==> src/rtl/arq_pkg.sv <==
// Shared types, constants and helper functions of the arcball rotation block.
package arq_pkg;

  localparam int FRAC_BITS = 14;
  localparam int QFX_W = 16;
  localparam int VAL_W = 18;
  localparam int PROD_W = 2 * VAL_W;
  localparam int ACC_W = PROD_W + 2;
  localparam int RAD_W = 32;
  localparam int ROOT_W = RAD_W / 2;
  localparam int DIV_W = 32;

  localparam int ONE = 1 << FRAC_BITS;
  localparam int ONE_SQ = 1 << (2 * FRAC_BITS);
  localparam int HALF = 1 << (FRAC_BITS - 1);

  localparam int CORDIC_STEPS = 20;
  localparam int ATAN_W = 22;
  localparam int DEG16_90 = 90 << 16;
  localparam int DEG16_180 = 180 << 16;

  localparam logic [15:0] ANGLE_RESET = 16'(180 << 7);

  typedef logic signed [VAL_W-1:0] val_t;
  typedef logic signed [QFX_W-1:0] qfx_t;

  typedef enum logic [3:0] {
    ST_IDLE,
    ST_MUL,
    ST_ACC,
    ST_POST,
    ST_SQRT,
    ST_DIV,
    ST_DIVW,
    ST_CORD,
    ST_DONE
  } state_t;

  typedef enum logic [3:0] {
    PH_SPH_S,
    PH_SPH_C,
    PH_MAG_S,
    PH_MAG_C,
    PH_CR,
    PH_MAG_R,
    PH_DOT,
    PH_CH,
    PH_SH,
    PH_QV,
    PH_W,
    PH_V,
    PH_S,
    PH_ANG,
    PH_AX
  } phase_t;

  function automatic logic [2:0] phase_terms(phase_t ph);
    logic [2:0] n;
    unique case (ph)
      PH_SPH_S, PH_SPH_C, PH_CR:       n = 3'd2;
      PH_MAG_S, PH_MAG_C, PH_MAG_R,
      PH_DOT:                          n = 3'd3;
      PH_QV, PH_S:                     n = 3'd1;
      PH_W, PH_V:                      n = 3'd4;
      default:                         n = 3'd0;
    endcase
    return n;
  endfunction

  function automatic phase_t next_phase(phase_t ph);
    phase_t n;
    unique case (ph)
      PH_SPH_C: n = PH_MAG_S;
      PH_MAG_S: n = PH_MAG_C;
      PH_MAG_C: n = PH_CR;
      PH_CR:    n = PH_MAG_R;
      PH_MAG_R: n = PH_DOT;
      PH_DOT:   n = PH_CH;
      PH_CH:    n = PH_SH;
      PH_SH:    n = PH_QV;
      PH_QV:    n = PH_W;
      PH_W:     n = PH_V;
      PH_V:     n = PH_S;
      PH_S:     n = PH_ANG;
      PH_ANG:   n = PH_AX;
      default:  n = PH_AX;
    endcase
    return n;
  endfunction

  function automatic qfx_t clamp_one(logic signed [ACC_W-1:0] v);
    qfx_t r;
    if (v > ACC_W'(ONE)) begin
      r = qfx_t'(ONE);
    end else if (v < -ACC_W'(ONE)) begin
      r = -qfx_t'(ONE);
    end else begin
      r = qfx_t'(v);
    end
    return r;
  endfunction

  function automatic qfx_t sat16(logic signed [DIV_W-1:0] v);
    qfx_t r;
    if (v > DIV_W'(32767)) begin
      r = 16'sh7fff;
    end else if (v < -DIV_W'(32768)) begin
      r = 16'sh8000;
    end else begin
      r = qfx_t'(v);
    end
    return r;
  endfunction

  function automatic logic [ATAN_W-1:0] atan_deg(logic [4:0] i);
    logic [ATAN_W-1:0] a;
    case (i)
      5'd0:    a = 22'd2949120;
      5'd1:    a = 22'd1740967;
      5'd2:    a = 22'd919879;
      5'd3:    a = 22'd466945;
      5'd4:    a = 22'd234379;
      5'd5:    a = 22'd117304;
      5'd6:    a = 22'd58666;
      5'd7:    a = 22'd29335;
      5'd8:    a = 22'd14668;
      5'd9:    a = 22'd7334;
      5'd10:   a = 22'd3667;
      5'd11:   a = 22'd1833;
      5'd12:   a = 22'd917;
      5'd13:   a = 22'd458;
      5'd14:   a = 22'd229;
      5'd15:   a = 22'd115;
      5'd16:   a = 22'd57;
      5'd17:   a = 22'd29;
      5'd18:   a = 22'd14;
      5'd19:   a = 22'd7;
      default: a = '0;
    endcase
    return a;
  endfunction

endpackage

==> src/rtl/arq_isqrt.sv <==
// Iterative floor square root, two radicand bits per cycle.
module arq_isqrt import arq_pkg::*; (
  input  logic              clk,
  input  logic              rst_n,
  input  logic              start,
  input  logic [RAD_W-1:0]  radicand,
  output logic              done,
  output logic [ROOT_W-1:0] root
);

  localparam int CNT_W = $clog2(ROOT_W);

  logic [RAD_W-1:0] n_r, n_nxt, res_r, res_nxt, bit_r, bit_nxt;
  logic [CNT_W-1:0] cnt_r, cnt_nxt;
  logic             busy_r, busy_nxt, done_r, done_nxt;
  logic [RAD_W:0]   trial;

  assign trial = {1'b0, res_r} + {1'b0, bit_r};

  always_comb begin
    n_nxt = n_r;
    res_nxt = res_r;
    bit_nxt = bit_r;
    cnt_nxt = cnt_r;
    busy_nxt = busy_r;
    done_nxt = 1'b0;
    if (start) begin
      n_nxt = radicand;
      res_nxt = '0;
      bit_nxt = RAD_W'(1) << (RAD_W - 2);
      cnt_nxt = '0;
      busy_nxt = 1'b1;
    end else if (busy_r) begin
      if ({1'b0, n_r} >= trial) begin
        n_nxt = RAD_W'({1'b0, n_r} - trial);
        res_nxt = (res_r >> 1) + bit_r;
      end else begin
        res_nxt = res_r >> 1;
      end
      bit_nxt = bit_r >> 2;
      cnt_nxt = cnt_r + CNT_W'(1);
      if (cnt_r == CNT_W'(ROOT_W - 1)) begin
        busy_nxt = 1'b0;
        done_nxt = 1'b1;
      end
    end
  end

  always_ff @(posedge clk) begin
    n_r <= n_nxt;
    res_r <= res_nxt;
    bit_r <= bit_nxt;
    cnt_r <= cnt_nxt;
    if (!rst_n) begin
      busy_r <= 1'b0;
      done_r <= 1'b0;
    end else begin
      busy_r <= busy_nxt;
      done_r <= done_nxt;
    end
  end

  assign done = done_r;
  assign root = res_r[ROOT_W-1:0];

endmodule

==> src/rtl/arq_div.sv <==
// Iterative restoring divider, quotient rounded half away from zero.
module arq_div import arq_pkg::*; (
  input  logic                    clk,
  input  logic                    rst_n,
  input  logic                    start,
  input  logic signed [DIV_W-1:0] num,
  input  logic [ROOT_W-1:0]       den,
  output logic                    done,
  output logic signed [DIV_W-1:0] quot
);

  localparam int CNT_W = $clog2(DIV_W);

  logic [DIV_W-1:0]  dvd_r, dvd_nxt, mag;
  logic [ROOT_W-1:0] rem_r, rem_nxt, den_r, den_nxt;
  logic [ROOT_W:0]   rem_sh;
  logic [CNT_W-1:0]  cnt_r, cnt_nxt;
  logic              neg_r, neg_nxt, busy_r, busy_nxt, done_r, done_nxt;

  assign mag = num[DIV_W-1] ? DIV_W'(-num) : DIV_W'(num);
  assign rem_sh = {rem_r, dvd_r[DIV_W-1]};

  always_comb begin
    dvd_nxt = dvd_r;
    rem_nxt = rem_r;
    den_nxt = den_r;
    cnt_nxt = cnt_r;
    neg_nxt = neg_r;
    busy_nxt = busy_r;
    done_nxt = 1'b0;
    if (start) begin
      dvd_nxt = mag + DIV_W'(den >> 1);
      rem_nxt = '0;
      den_nxt = den;
      cnt_nxt = '0;
      neg_nxt = num[DIV_W-1];
      busy_nxt = 1'b1;
    end else if (busy_r) begin
      if (rem_sh >= {1'b0, den_r}) begin
        rem_nxt = ROOT_W'(rem_sh - {1'b0, den_r});
        dvd_nxt = {dvd_r[DIV_W-2:0], 1'b1};
      end else begin
        rem_nxt = rem_sh[ROOT_W-1:0];
        dvd_nxt = {dvd_r[DIV_W-2:0], 1'b0};
      end
      cnt_nxt = cnt_r + CNT_W'(1);
      if (cnt_r == CNT_W'(DIV_W - 1)) begin
        busy_nxt = 1'b0;
        done_nxt = 1'b1;
      end
    end
  end

  always_ff @(posedge clk) begin
    dvd_r <= dvd_nxt;
    rem_r <= rem_nxt;
    den_r <= den_nxt;
    cnt_r <= cnt_nxt;
    neg_r <= neg_nxt;
    if (!rst_n) begin
      busy_r <= 1'b0;
      done_r <= 1'b0;
    end else begin
      busy_r <= busy_nxt;
      done_r <= done_nxt;
    end
  end

  assign done = done_r;
  assign quot = neg_r ? -$signed(dvd_r) : $signed(dvd_r);

endmodule

==> src/rtl/arq_cordic.sv <==
// Iterative vectoring CORDIC giving the doubled half angle in Q9.7 degrees.
module arq_cordic import arq_pkg::*; (
  input  logic        clk,
  input  logic        rst_n,
  input  logic        start,
  input  qfx_t        cx,
  input  logic [ROOT_W-1:0] sy,
  output logic        done,
  output logic [15:0] angle
);

  localparam int XY_W = 18;
  localparam int Z_W = 26;
  localparam int CNT_W = $clog2(CORDIC_STEPS);

  logic signed [XY_W-1:0] x_r, x_nxt, y_r, y_nxt, dx, dy;
  logic signed [Z_W-1:0]  z_r, z_nxt, zc, at;
  logic [CNT_W-1:0]       i_r, i_nxt;
  logic                   busy_r, busy_nxt, done_r, done_nxt;
  logic [Z_W:0]           dbl;

  assign dx = y_r >>> i_r;
  assign dy = x_r >>> i_r;
  assign at = Z_W'(atan_deg(i_r));

  always_comb begin
    x_nxt = x_r;
    y_nxt = y_r;
    z_nxt = z_r;
    i_nxt = i_r;
    busy_nxt = busy_r;
    done_nxt = 1'b0;
    if (start) begin
      if (cx < 0) begin
        x_nxt = XY_W'($signed({1'b0, sy}));
        y_nxt = -XY_W'(cx);
        z_nxt = Z_W'(DEG16_90);
      end else begin
        x_nxt = XY_W'(cx);
        y_nxt = XY_W'($signed({1'b0, sy}));
        z_nxt = '0;
      end
      i_nxt = '0;
      busy_nxt = 1'b1;
    end else if (busy_r) begin
      if (y_r > 0) begin
        x_nxt = x_r + dx;
        y_nxt = y_r - dy;
        z_nxt = z_r + at;
      end else begin
        x_nxt = x_r - dx;
        y_nxt = y_r + dy;
        z_nxt = z_r - at;
      end
      i_nxt = i_r + CNT_W'(1);
      if (i_r == CNT_W'(CORDIC_STEPS - 1)) begin
        busy_nxt = 1'b0;
        done_nxt = 1'b1;
      end
    end
  end

  always_comb begin
    if (z_r < 0) begin
      zc = '0;
    end else if (z_r > Z_W'(DEG16_180)) begin
      zc = Z_W'(DEG16_180);
    end else begin
      zc = z_r;
    end
  end

  assign dbl = {zc, 1'b0} + (Z_W + 1)'(256);
  assign angle = dbl[24:9];

  always_ff @(posedge clk) begin
    x_r <= x_nxt;
    y_r <= y_nxt;
    z_r <= z_nxt;
    i_r <= i_nxt;
    if (!rst_n) begin
      busy_r <= 1'b0;
      done_r <= 1'b0;
    end else begin
      busy_r <= busy_nxt;
      done_r <= done_nxt;
    end
  end

  assign done = done_r;

endmodule

==> src/rtl/arcball_quaternion_rotation.sv <==
// Arcball rotation top level: sequencer, shared multiply-accumulate and result register.
//
//  channel | direction | tdata                                   | tuser
//  in_     | slave     | [15:0] pos_x, [31:16] pos_y             | [0] action, [1] chord, [2] release
//  out_    | master    | [15:0] rot_angle, [31:16] axis_x,       | [0] dragging
//          |           | [47:32] axis_y, [63:48] axis_z          |
//
// A cursor move during a drag runs the divider up to twelve times; a chord press needs at
// most one square root; any other event goes straight to the result register.
// in_tready is high only while the sequencer is idle; one result per transfer in.
// The result register holds a transfer until out_tready; the next input is taken meanwhile.
// rst_n is synchronous and restores the 180 degree rotation about x.
module arcball_quaternion_rotation import arq_pkg::*; (
  input  logic        clk,
  input  logic        rst_n,
  input  logic        in_tvalid,
  output logic        in_tready,
  input  logic [31:0] in_tdata,   // pos_x, pos_y
  input  logic [2:0]  in_tuser,   // action, drag_chord_held, is_release
  output logic        out_tvalid,
  input  logic        out_tready,
  output logic [63:0] out_tdata,  // rot_angle, axis_x, axis_y, axis_z
  output logic        out_tuser   // dragging
);

  state_t st_r, st_nxt;
  phase_t ph_r, ph_nxt;
  logic [1:0] j_r, j_nxt, k_r, k_nxt;

  qfx_t in_x_r, in_x_nxt, in_y_r, in_y_nxt;
  val_t sp_r [3], sp_nxt [3];
  val_t cur_r [3], cur_nxt [3];
  val_t su_r [3], su_nxt [3];
  val_t cu_r [3], cu_nxt [3];
  val_t cr_r [3], cr_nxt [3];
  val_t ax_r [3], ax_nxt [3];
  val_t qv_r [3], qv_nxt [3];
  logic [ROOT_W-1:0] mag_r, mag_nxt, ch_r, ch_nxt, sh_r, sh_nxt, s_r, s_nxt;
  qfx_t c_r, c_nxt;
  qfx_t cq_r [4], cq_nxt [4];
  qfx_t pq_r [4], pq_nxt [4];
  logic [15:0] ang_r, ang_nxt;
  qfx_t axis_r [3], axis_nxt [3];
  logic drag_r, drag_nxt;

  logic signed [PROD_W-1:0] prod_r, prod_nxt, mul_p;
  logic signed [ACC_W-1:0]  acc_r, acc_nxt, rs;

  logic        ov_r, ov_nxt, ou_r, ou_nxt;
  logic [63:0] od_r, od_nxt;

  val_t a_op, b_op;
  logic neg_op;
  logic [1:0] idx1, idx2, j1;

  logic in_fire, out_free, mac_last, outside, fin;
  logic post_fin, sqrt_fin, divw_fin, cord_fin;

  logic sq_start, sq_done, dv_start, dv_done, co_start, co_done;
  logic [RAD_W-1:0] sq_rad;
  logic [ROOT_W-1:0] sq_root, dv_den;
  logic signed [DIV_W-1:0] dv_num, dv_quot;
  logic [15:0] co_angle;

  assign in_tready = (st_r == ST_IDLE);
  assign in_fire = in_tvalid & in_tready;
  assign out_free = !ov_r || out_tready;

  assign idx1 = (j_r == 2'd0) ? 2'd1 : ((j_r == 2'd1) ? 2'd2 : 2'd0);
  assign idx2 = (j_r == 2'd0) ? 2'd2 : ((j_r == 2'd1) ? 2'd0 : 2'd1);
  assign j1 = j_r + 2'd1;

  assign mac_last = ({1'b0, k_r} == phase_terms(ph_r) - 3'd1);
  assign outside = acc_r > ACC_W'(ONE_SQ);
  assign rs = (acc_r + ACC_W'(HALF)) >>> FRAC_BITS;
  assign mul_p = a_op * b_op;

  always_comb begin
    a_op = '0;
    b_op = '0;
    neg_op = 1'b0;
    unique case (ph_r)
      PH_SPH_S, PH_SPH_C: begin
        a_op = (k_r == 2'd0) ? val_t'(in_x_r) : val_t'(in_y_r);
        b_op = a_op;
      end
      PH_MAG_S: begin
        a_op = sp_r[k_r];
        b_op = a_op;
      end
      PH_MAG_C: begin
        a_op = cur_r[k_r];
        b_op = a_op;
      end
      PH_MAG_R: begin
        a_op = cr_r[k_r];
        b_op = a_op;
      end
      PH_CR: begin
        a_op = su_r[(k_r == 2'd0) ? idx1 : idx2];
        b_op = cu_r[(k_r == 2'd0) ? idx2 : idx1];
        neg_op = k_r[0];
      end
      PH_DOT: begin
        a_op = su_r[k_r];
        b_op = cu_r[k_r];
      end
      PH_QV: begin
        a_op = ax_r[j_r];
        b_op = val_t'({2'b00, sh_r});
      end
      PH_W: begin
        if (k_r == 2'd0) begin
          a_op = val_t'({2'b00, ch_r});
          b_op = val_t'(cq_r[0]);
        end else begin
          a_op = qv_r[k_r - 2'd1];
          b_op = val_t'(cq_r[k_r]);
          neg_op = 1'b1;
        end
      end
      PH_V: begin
        case (k_r)
          2'd0: begin
            a_op = val_t'({2'b00, ch_r});
            b_op = val_t'(cq_r[j1]);
          end
          2'd1: begin
            a_op = val_t'(cq_r[0]);
            b_op = qv_r[j_r];
          end
          2'd2: begin
            a_op = qv_r[idx1];
            b_op = val_t'(cq_r[idx2 + 2'd1]);
          end
          default: begin
            a_op = qv_r[idx2];
            b_op = val_t'(cq_r[idx1 + 2'd1]);
            neg_op = 1'b1;
          end
        endcase
      end
      PH_S: begin
        a_op = val_t'(pq_r[0]);
        b_op = a_op;
      end
      default: begin
      end
    endcase
  end

  always_comb begin
    post_fin = 1'b0;
    if (st_r == ST_POST) begin
      unique case (ph_r)
        PH_SPH_S, PH_SPH_C:                   post_fin = outside;
        PH_CR, PH_DOT, PH_QV, PH_W, PH_V:     post_fin = 1'b1;
        PH_AX:                                post_fin = (s_r == '0);
        default:                              post_fin = 1'b0;
      endcase
    end
  end

  assign sqrt_fin = (st_r == ST_SQRT) && sq_done &&
                    !((ph_r == PH_MAG_S || ph_r == PH_MAG_C || ph_r == PH_MAG_R) &&
                      (sq_root != '0));
  assign divw_fin = (st_r == ST_DIVW) && dv_done && (j_r == 2'd2);
  assign cord_fin = (st_r == ST_CORD) && co_done;
  assign fin = post_fin | sqrt_fin | divw_fin | cord_fin;

  // sequencer
  always_comb begin
    st_nxt = st_r;
    ph_nxt = ph_r;
    j_nxt = j_r;
    k_nxt = k_r;
    unique case (st_r)
      ST_IDLE: begin
        if (in_fire) begin
          if (in_tuser[0]) begin
            if (in_tuser[1]) begin
              ph_nxt = PH_SPH_S;
              k_nxt = '0;
              j_nxt = '0;
              st_nxt = ST_MUL;
            end else begin
              st_nxt = ST_DONE;
            end
          end else if (drag_r) begin
            ph_nxt = PH_SPH_C;
            k_nxt = '0;
            j_nxt = '0;
            st_nxt = ST_MUL;
          end else begin
            st_nxt = ST_DONE;
          end
        end
      end
      ST_MUL: st_nxt = ST_ACC;
      ST_ACC: begin
        if (mac_last) begin
          st_nxt = ST_POST;
        end else begin
          k_nxt = k_r + 2'd1;
          st_nxt = ST_MUL;
        end
      end
      ST_POST: begin
        unique case (ph_r)
          PH_ANG:  st_nxt = ST_CORD;
          PH_AX: begin
            j_nxt = '0;
            st_nxt = ST_DIV;
          end
          default: st_nxt = ST_SQRT;
        endcase
      end
      ST_SQRT: begin
        if (sq_done) begin
          j_nxt = '0;
          st_nxt = ST_DIV;
        end
      end
      ST_DIV: st_nxt = ST_DIVW;
      ST_DIVW: begin
        if (dv_done) begin
          j_nxt = j_r + 2'd1;
          st_nxt = ST_DIV;
        end
      end
      ST_CORD: begin
      end
      ST_DONE: begin
        if (out_free) begin
          st_nxt = ST_IDLE;
        end
      end
      default: st_nxt = ST_IDLE;
    endcase
    if (fin) begin
      if ((ph_r == PH_CR || ph_r == PH_QV || ph_r == PH_V) && j_r != 2'd2) begin
        j_nxt = j_r + 2'd1;
        k_nxt = '0;
        st_nxt = ST_MUL;
      end else if (ph_r == PH_SPH_S || ph_r == PH_AX) begin
        st_nxt = ST_DONE;
      end else begin
        ph_nxt = next_phase(ph_r);
        j_nxt = '0;
        k_nxt = '0;
        st_nxt = (phase_terms(next_phase(ph_r)) != 3'd0) ? ST_MUL : ST_POST;
      end
    end
  end

  // unit operands
  always_comb begin
    unique case (ph_r)
      PH_MAG_S, PH_SPH_S, PH_SPH_C, PH_S: sq_rad = RAD_W'(ACC_W'(ONE_SQ) - acc_r);
      PH_CH:   sq_rad = RAD_W'(ACC_W'(ONE) + ACC_W'(c_r)) << (FRAC_BITS - 1);
      PH_SH:   sq_rad = RAD_W'(ACC_W'(ONE) - ACC_W'(c_r)) << (FRAC_BITS - 1);
      default: sq_rad = RAD_W'(acc_r);
    endcase
    if (ph_r == PH_MAG_S) begin
      sq_rad = RAD_W'(acc_r);
    end
  end

  always_comb begin
    dv_den = mag_r;
    unique case (ph_r)
      PH_MAG_S: dv_num = DIV_W'(sp_r[j_r]) <<< FRAC_BITS;
      PH_MAG_C: dv_num = DIV_W'(cur_r[j_r]) <<< FRAC_BITS;
      PH_MAG_R: dv_num = DIV_W'(cr_r[j_r]) <<< FRAC_BITS;
      default: begin
        dv_num = DIV_W'(pq_r[j1]) <<< FRAC_BITS;
        dv_den = s_r;
      end
    endcase
  end

  // datapath
  always_comb begin
    in_x_nxt = in_x_r;
    in_y_nxt = in_y_r;
    sp_nxt = sp_r;
    cur_nxt = cur_r;
    su_nxt = su_r;
    cu_nxt = cu_r;
    cr_nxt = cr_r;
    ax_nxt = ax_r;
    qv_nxt = qv_r;
    mag_nxt = mag_r;
    ch_nxt = ch_r;
    sh_nxt = sh_r;
    s_nxt = s_r;
    c_nxt = c_r;
    cq_nxt = cq_r;
    pq_nxt = pq_r;
    ang_nxt = ang_r;
    axis_nxt = axis_r;
    drag_nxt = drag_r;
    prod_nxt = prod_r;
    acc_nxt = acc_r;
    od_nxt = od_r;
    ou_nxt = ou_r;
    ov_nxt = ov_r && !out_tready;
    sq_start = 1'b0;
    dv_start = 1'b0;
    co_start = 1'b0;
    unique case (st_r)
      ST_IDLE: begin
        if (in_fire) begin
          in_x_nxt = in_tdata[15:0];
          in_y_nxt = in_tdata[31:16];
          cur_nxt[0] = val_t'($signed(in_tdata[15:0]));
          cur_nxt[1] = val_t'($signed(in_tdata[31:16]));
          if (in_tuser[0]) begin
            if (in_tuser[1]) begin
              drag_nxt = 1'b1;
            end else if (in_tuser[2]) begin
              cq_nxt = pq_r;
              drag_nxt = 1'b0;
            end
          end
        end
      end
      ST_MUL: prod_nxt = neg_op ? -mul_p : mul_p;
      ST_ACC: acc_nxt = ((k_r == 2'd0) ? ACC_W'(0) : acc_r) + ACC_W'(prod_r);
      ST_POST: begin
        unique case (ph_r)
          PH_SPH_S: begin
            if (outside) begin
              sp_nxt[0] = val_t'(in_x_r);
              sp_nxt[1] = val_t'(in_y_r);
              sp_nxt[2] = '0;
            end else begin
              sq_start = 1'b1;
            end
          end
          PH_SPH_C: begin
            if (outside) begin
              cur_nxt[2] = '0;
            end else begin
              sq_start = 1'b1;
            end
          end
          PH_CR:  cr_nxt[j_r] = val_t'(rs);
          PH_DOT: c_nxt = clamp_one(rs);
          PH_QV:  qv_nxt[j_r] = val_t'(rs);
          PH_W:   pq_nxt[0] = clamp_one(rs);
          PH_V:   pq_nxt[j1] = clamp_one(rs);
          PH_ANG: co_start = 1'b1;
          PH_AX: begin
          end
          default: sq_start = 1'b1;
        endcase
      end
      ST_SQRT: begin
        if (sq_done) begin
          unique case (ph_r)
            PH_SPH_S: begin
              sp_nxt[0] = val_t'(in_x_r);
              sp_nxt[1] = val_t'(in_y_r);
              sp_nxt[2] = val_t'({2'b00, sq_root});
            end
            PH_SPH_C: cur_nxt[2] = val_t'({2'b00, sq_root});
            PH_MAG_S: begin
              mag_nxt = sq_root;
              if (sq_root == '0) begin
                su_nxt = '{default: '0};
              end
            end
            PH_MAG_C: begin
              mag_nxt = sq_root;
              if (sq_root == '0) begin
                cu_nxt = '{default: '0};
              end
            end
            PH_MAG_R: begin
              mag_nxt = sq_root;
              if (sq_root == '0) begin
                ax_nxt = '{default: '0};
              end
            end
            PH_CH:   ch_nxt = sq_root;
            PH_SH:   sh_nxt = sq_root;
            default: s_nxt = sq_root;
          endcase
        end
      end
      ST_DIV: dv_start = 1'b1;
      ST_DIVW: begin
        if (dv_done) begin
          unique case (ph_r)
            PH_MAG_S: su_nxt[j_r] = val_t'(dv_quot);
            PH_MAG_C: cu_nxt[j_r] = val_t'(dv_quot);
            PH_MAG_R: ax_nxt[j_r] = val_t'(dv_quot);
            default:  axis_nxt[j_r] = sat16(dv_quot);
          endcase
        end
      end
      ST_CORD: begin
        if (co_done) begin
          ang_nxt = co_angle;
        end
      end
      ST_DONE: begin
        if (out_free) begin
          od_nxt = {axis_r[2], axis_r[1], axis_r[0], ang_r};
          ou_nxt = drag_r;
          ov_nxt = 1'b1;
        end
      end
      default: begin
      end
    endcase
  end

  always_ff @(posedge clk) begin
    in_x_r <= in_x_nxt;
    in_y_r <= in_y_nxt;
    cur_r <= cur_nxt;
    su_r <= su_nxt;
    cu_r <= cu_nxt;
    cr_r <= cr_nxt;
    ax_r <= ax_nxt;
    qv_r <= qv_nxt;
    mag_r <= mag_nxt;
    ch_r <= ch_nxt;
    sh_r <= sh_nxt;
    s_r <= s_nxt;
    c_r <= c_nxt;
    prod_r <= prod_nxt;
    acc_r <= acc_nxt;
    od_r <= od_nxt;
    ou_r <= ou_nxt;
    j_r <= j_nxt;
    k_r <= k_nxt;
    ph_r <= ph_nxt;
    if (!rst_n) begin
      st_r <= ST_IDLE;
      ov_r <= 1'b0;
      drag_r <= 1'b0;
      sp_r <= '{default: '0};
      cq_r <= '{16'sh0000, qfx_t'(ONE), 16'sh0000, 16'sh0000};
      pq_r <= '{16'sh0000, qfx_t'(ONE), 16'sh0000, 16'sh0000};
      ang_r <= ANGLE_RESET;
      axis_r <= '{qfx_t'(ONE), 16'sh0000, 16'sh0000};
    end else begin
      st_r <= st_nxt;
      ov_r <= ov_nxt;
      drag_r <= drag_nxt;
      sp_r <= sp_nxt;
      cq_r <= cq_nxt;
      pq_r <= pq_nxt;
      ang_r <= ang_nxt;
      axis_r <= axis_nxt;
    end
  end

  assign out_tvalid = ov_r;
  assign out_tdata = od_r;
  assign out_tuser = ou_r;

  arq_isqrt u_isqrt (
    .clk      (clk),
    .rst_n    (rst_n),
    .start    (sq_start),
    .radicand (sq_rad),
    .done     (sq_done),
    .root     (sq_root)
  );

  arq_div u_div (
    .clk   (clk),
    .rst_n (rst_n),
    .start (dv_start),
    .num   (dv_num),
    .den   (dv_den),
    .done  (dv_done),
    .quot  (dv_quot)
  );

  arq_cordic u_cordic (
    .clk   (clk),
    .rst_n (rst_n),
    .start (co_start),
    .cx    (pq_r[0]),
    .sy    (s_r),
    .done  (co_done),
    .angle (co_angle)
  );

endmodule

==> config.mk <==
export PLATFORM = sky130hd
export DESIGN_NAME = arcball_quaternion_rotation
export DESIGN_NICKNAME = d
export VERILOG_FILES = /design/src/rtl/arq_pkg.sv /design/src/rtl/arq_isqrt.sv /design/src/rtl/arq_div.sv /design/src/rtl/arq_cordic.sv /design/src/rtl/arcball_quaternion_rotation.sv
export SDC_FILE = /design/constraint.sdc
export NUM_CORES = 2
export LEC_CHECK = 0
export ABC_CLOCK_PERIOD_IN_PS = 15100
export BUFFER_PORTS_ARGS = -buffer_cell sky130_fd_sc_hd__buf_2
export CORE_MARGIN = 1
export CORE_UTILIZATION = 25
export DETAILED_ROUTE_END_ITERATION = 6
export PLACE_DENSITY = 0.46
export SLEW_MARGIN = 20
export SYNTH_ARGS = -nofsm -noshare
export SYNTH_HDL_FRONTEND = slang
export SYNTH_SLANG_ARGS = --single-unit
==> constraint.sdc <==
create_clock -name clk -period 15.1 [get_ports clk]
set_input_delay 2.265 -clock clk [delete_from_list [all_inputs] [get_ports clk]]
set_output_delay 2.265 -clock clk [all_outputs]
set_load 0.05 [all_outputs]
==> impl_metrics.ini <==
[sta]
worst_hold_slack_ns = 0.430
relSlewSlack_pct = 16.2
hold_viol_final = 0
fmax_mhz = 81.6
fin_skew_ns = 0.102
setup_tns_ns = 0
worst-slew-pin-transition_ns = 1.25
fin_crit_sh_pct = 81.2
fin_ws_ns = 2.85
fin_crit_ns = 12.25
rsz0062_at_grt = false
slew_violations = 0
setup_viol = 0

[detailed_routing]
drc = 37
ant_nets = 0
dr.first_iter.drc_count = 6833
wl_um = 298000
vias = 65600
viasPerCell = 5.23
wl_per_cell_um = 23.8
dr.pass1.iters = 7

[setup_path]
cp-start-kind = register
critPathLaunch = j_r[0]
reg2reg_from = j_r[0]
crit_arrival_ns = 12.77
crit_fanout = 26
slowest_stage = a2111oi_2
cp-end-kind = register
cp.required_ns = 15.62
crit_path_max_incr_delay_ns = 0.86
crit_type = register to register

[flow_run]
maxCapViolations = 0

[grt]
use_met2_pct = 29.5
grt_use_met3_pct = 3.36
grt_max_degree = 110
grtUsageMet1_pct = 24.6
grt_remaining_overflow = 0
antenna_found_initial = 19
grt_busiest_layer = met2
track_usage_pct = 18.5
grt_pass1_vias = 63800
grt_pass1_wl_um = 438000

[final_layout]
nets = 9010
final_cell_area_um2 = 87700
seqCellArea_um2 = 27800
final_common_cell = nand2_1
filler_cell_count = 32500
area_growth_pct = 12.8
final_cell_mix = 1054 x nand2_1, 680 x edfxtp_1, 679 x nor2_1, 665 x a21oi_1, 593 x inv_1
multi_input_area_um2 = 46000
drive_gt1_share_pct = 9.85

[logic_synthesis]
synthTopCellsByArea = edfxtp_1 26%, dfxtp_1 9.5%, fa_1 8.7%, ha_1 5.1%, nand2_1 5.1%
synth_edf_count = 680
syn_area_um2 = 77700
avgSynthCellArea_um2 = 9.24
ys_warn_count = 0
async_flop_share_pct = 0
yosysUniqueCellTypes = 105
synth_top_cell_area_share_pct = 26.3
ys_ff_latch = 1047
syn_inst = 8408
synth-main-ff-cell = edfxtp_1
seq_area_frac_synth_pct = 35.7
synthesis.nets = 9101
yosysTopAreaCell = edfxtp_1

[die]
start_util_pct = 25.1
num_rows = 204
core_area_um2 = 309000
die_w_um = 560
die_h_um = 560
ios = 106
dieArea_um2 = 313000

[cts]
cts_buffers = 139
clk_path_buf_depth = 4
clk_pin_slew_ns = 0.06
clock-sinks = 1047
cts_htree_levels = 4
hold_buffers = 0
cts_resized = 0
cts_root_buffer = clkbuf_16
cts_tree = done
clk_latency_ns = 0.84
post_cts_buffers = 0

[placement]
place.detailed.hpwl_um = 217000
port_buffers = 105
gp_congestion = 0.908
post-place-ws_ns = 3.07
dpl_cell_area_um2 = 83100

[min_path]
min-delay-start = axis_r[15]
worst_hold_path_type = register to register

[status]
status = finished with violations
violations = DRC
-- critical path, delay by kind of cell (launching register included) --
kind | cells | cell delay [ns]
AOI/OAI and AO/OA | 9 | 2.73
xor gates and xnor gates | 2 | 0.25
DFF | 1 | 0.70
adders and majority gates | 8 | 4.00
and+or+nand+nor | 7 | 3.04
buffers and inverters | 6 | 1.20
-- path summary, 6_finish.rpt --
kind | to | slack (ns) | cells after the start
worst max-delay path | prod_r[35] | 2.85 | 32
worst min register to register | out_tdata[63] | 0.43 | 0
worst min-delay path | out_tdata[63] | 0.43 | 0
worst max register to register | prod_r[35] | 2.85 | 32
-- per-layer routing --
metal / wire [um] / vias up / part of all wire [%]
li1: - / 29800 / -
met1: 128000 / 32700 / 43
met2: 135000 / 2550 / 45
met3: 22100 / 507 / 7.4
met4: 13000 / 12 / 4.4
met5: 76 / - / 0.025
-- cells in the mapped netlist (48+ instances only) --
cell type	instances
dfxtp_1	367
ha_1	318
nor2_1	686
nor3_1	127
clkbuf_1	411
edfxtp_1	680
fa_1	336
a21o_1	88
a21oi_1	670
a31oi_1	78
xnor2_1	223
mux2_2	67
and2_1	72
nand3_1	135
buf_1	65
nand4_1	49
nand2b_1	72
nor2b_1	82
nand2_1	1054
xor2_1	171
nor4_1	48
o22ai_1	81
mux4_2	82
or3_1	48
a211oi_1	88
o21a_1	188
inv_1	595
mux2i_1	359
o21ai_0	424
a222oi_1	55
-- cell type report --
class | instances | share of cell area, %
Sequential cell | 1047 | 31.7
Antenna cell | 9 | 0.0257
Multi-Input combinational cell | 6244 | 52.5
Clock buffer | 192 | 4.52
Clock inverter | 51 | 0.587
Timing Repair Buffer | 286 | 2.21
Tap cell | 4120 | 5.88
Inverter | 599 | 2.57
-- registers in the layout, indices dropped and copies added (netlist names), 18 cells and up, named ones only --
signal         cells
cr_r              54
u_isqrt.n_r       32
out_tdata         64
cur_r             48
sp_r              48
u_div.dvd_r       32
su_r              54
acc_r             38
cu_r              54
qv_r              54
u_cordic.x_r      18
cq_r              64
pq_r              64
u_cordic.z_r      26
u_cordic.at       22
axis_r            48
ax_r              54
u_isqrt.res_r     32
prod_r            36
u_cordic.y_r      18
-- metrics by stage --
step / util, % / std cells
floorplan: - / 8408
global placement: 26.9 / 12300
detailed placement: 26.9 / 12300
CTS: 28.3 / 12500
global route: 28.4 / 12500
finish: 28.4 / 12500
-- cells by family (layout without fill, tap and decap cells) --
family                   count (synthesis)  after routing  synth area share [%]
XOR/XNOR                               394            394                  4.44
flip-flops                            1047           1047                  35.7
buffers and inverters                 1117           1128                  5.51
AO/OA/AOI/OAI                         2140           2140                  17.8
multiplexers                           508            508                  7.97
AND/OR/NAND/NOR                       2548           2548                  14.8
other                                    0              9                     0
adder cells (fa/ha/maj)                654            654                  13.8
Power is left out: the tool's default activity adds up to more than one toggle a clock period on the data nets, which glitch-free logic cannot reach.
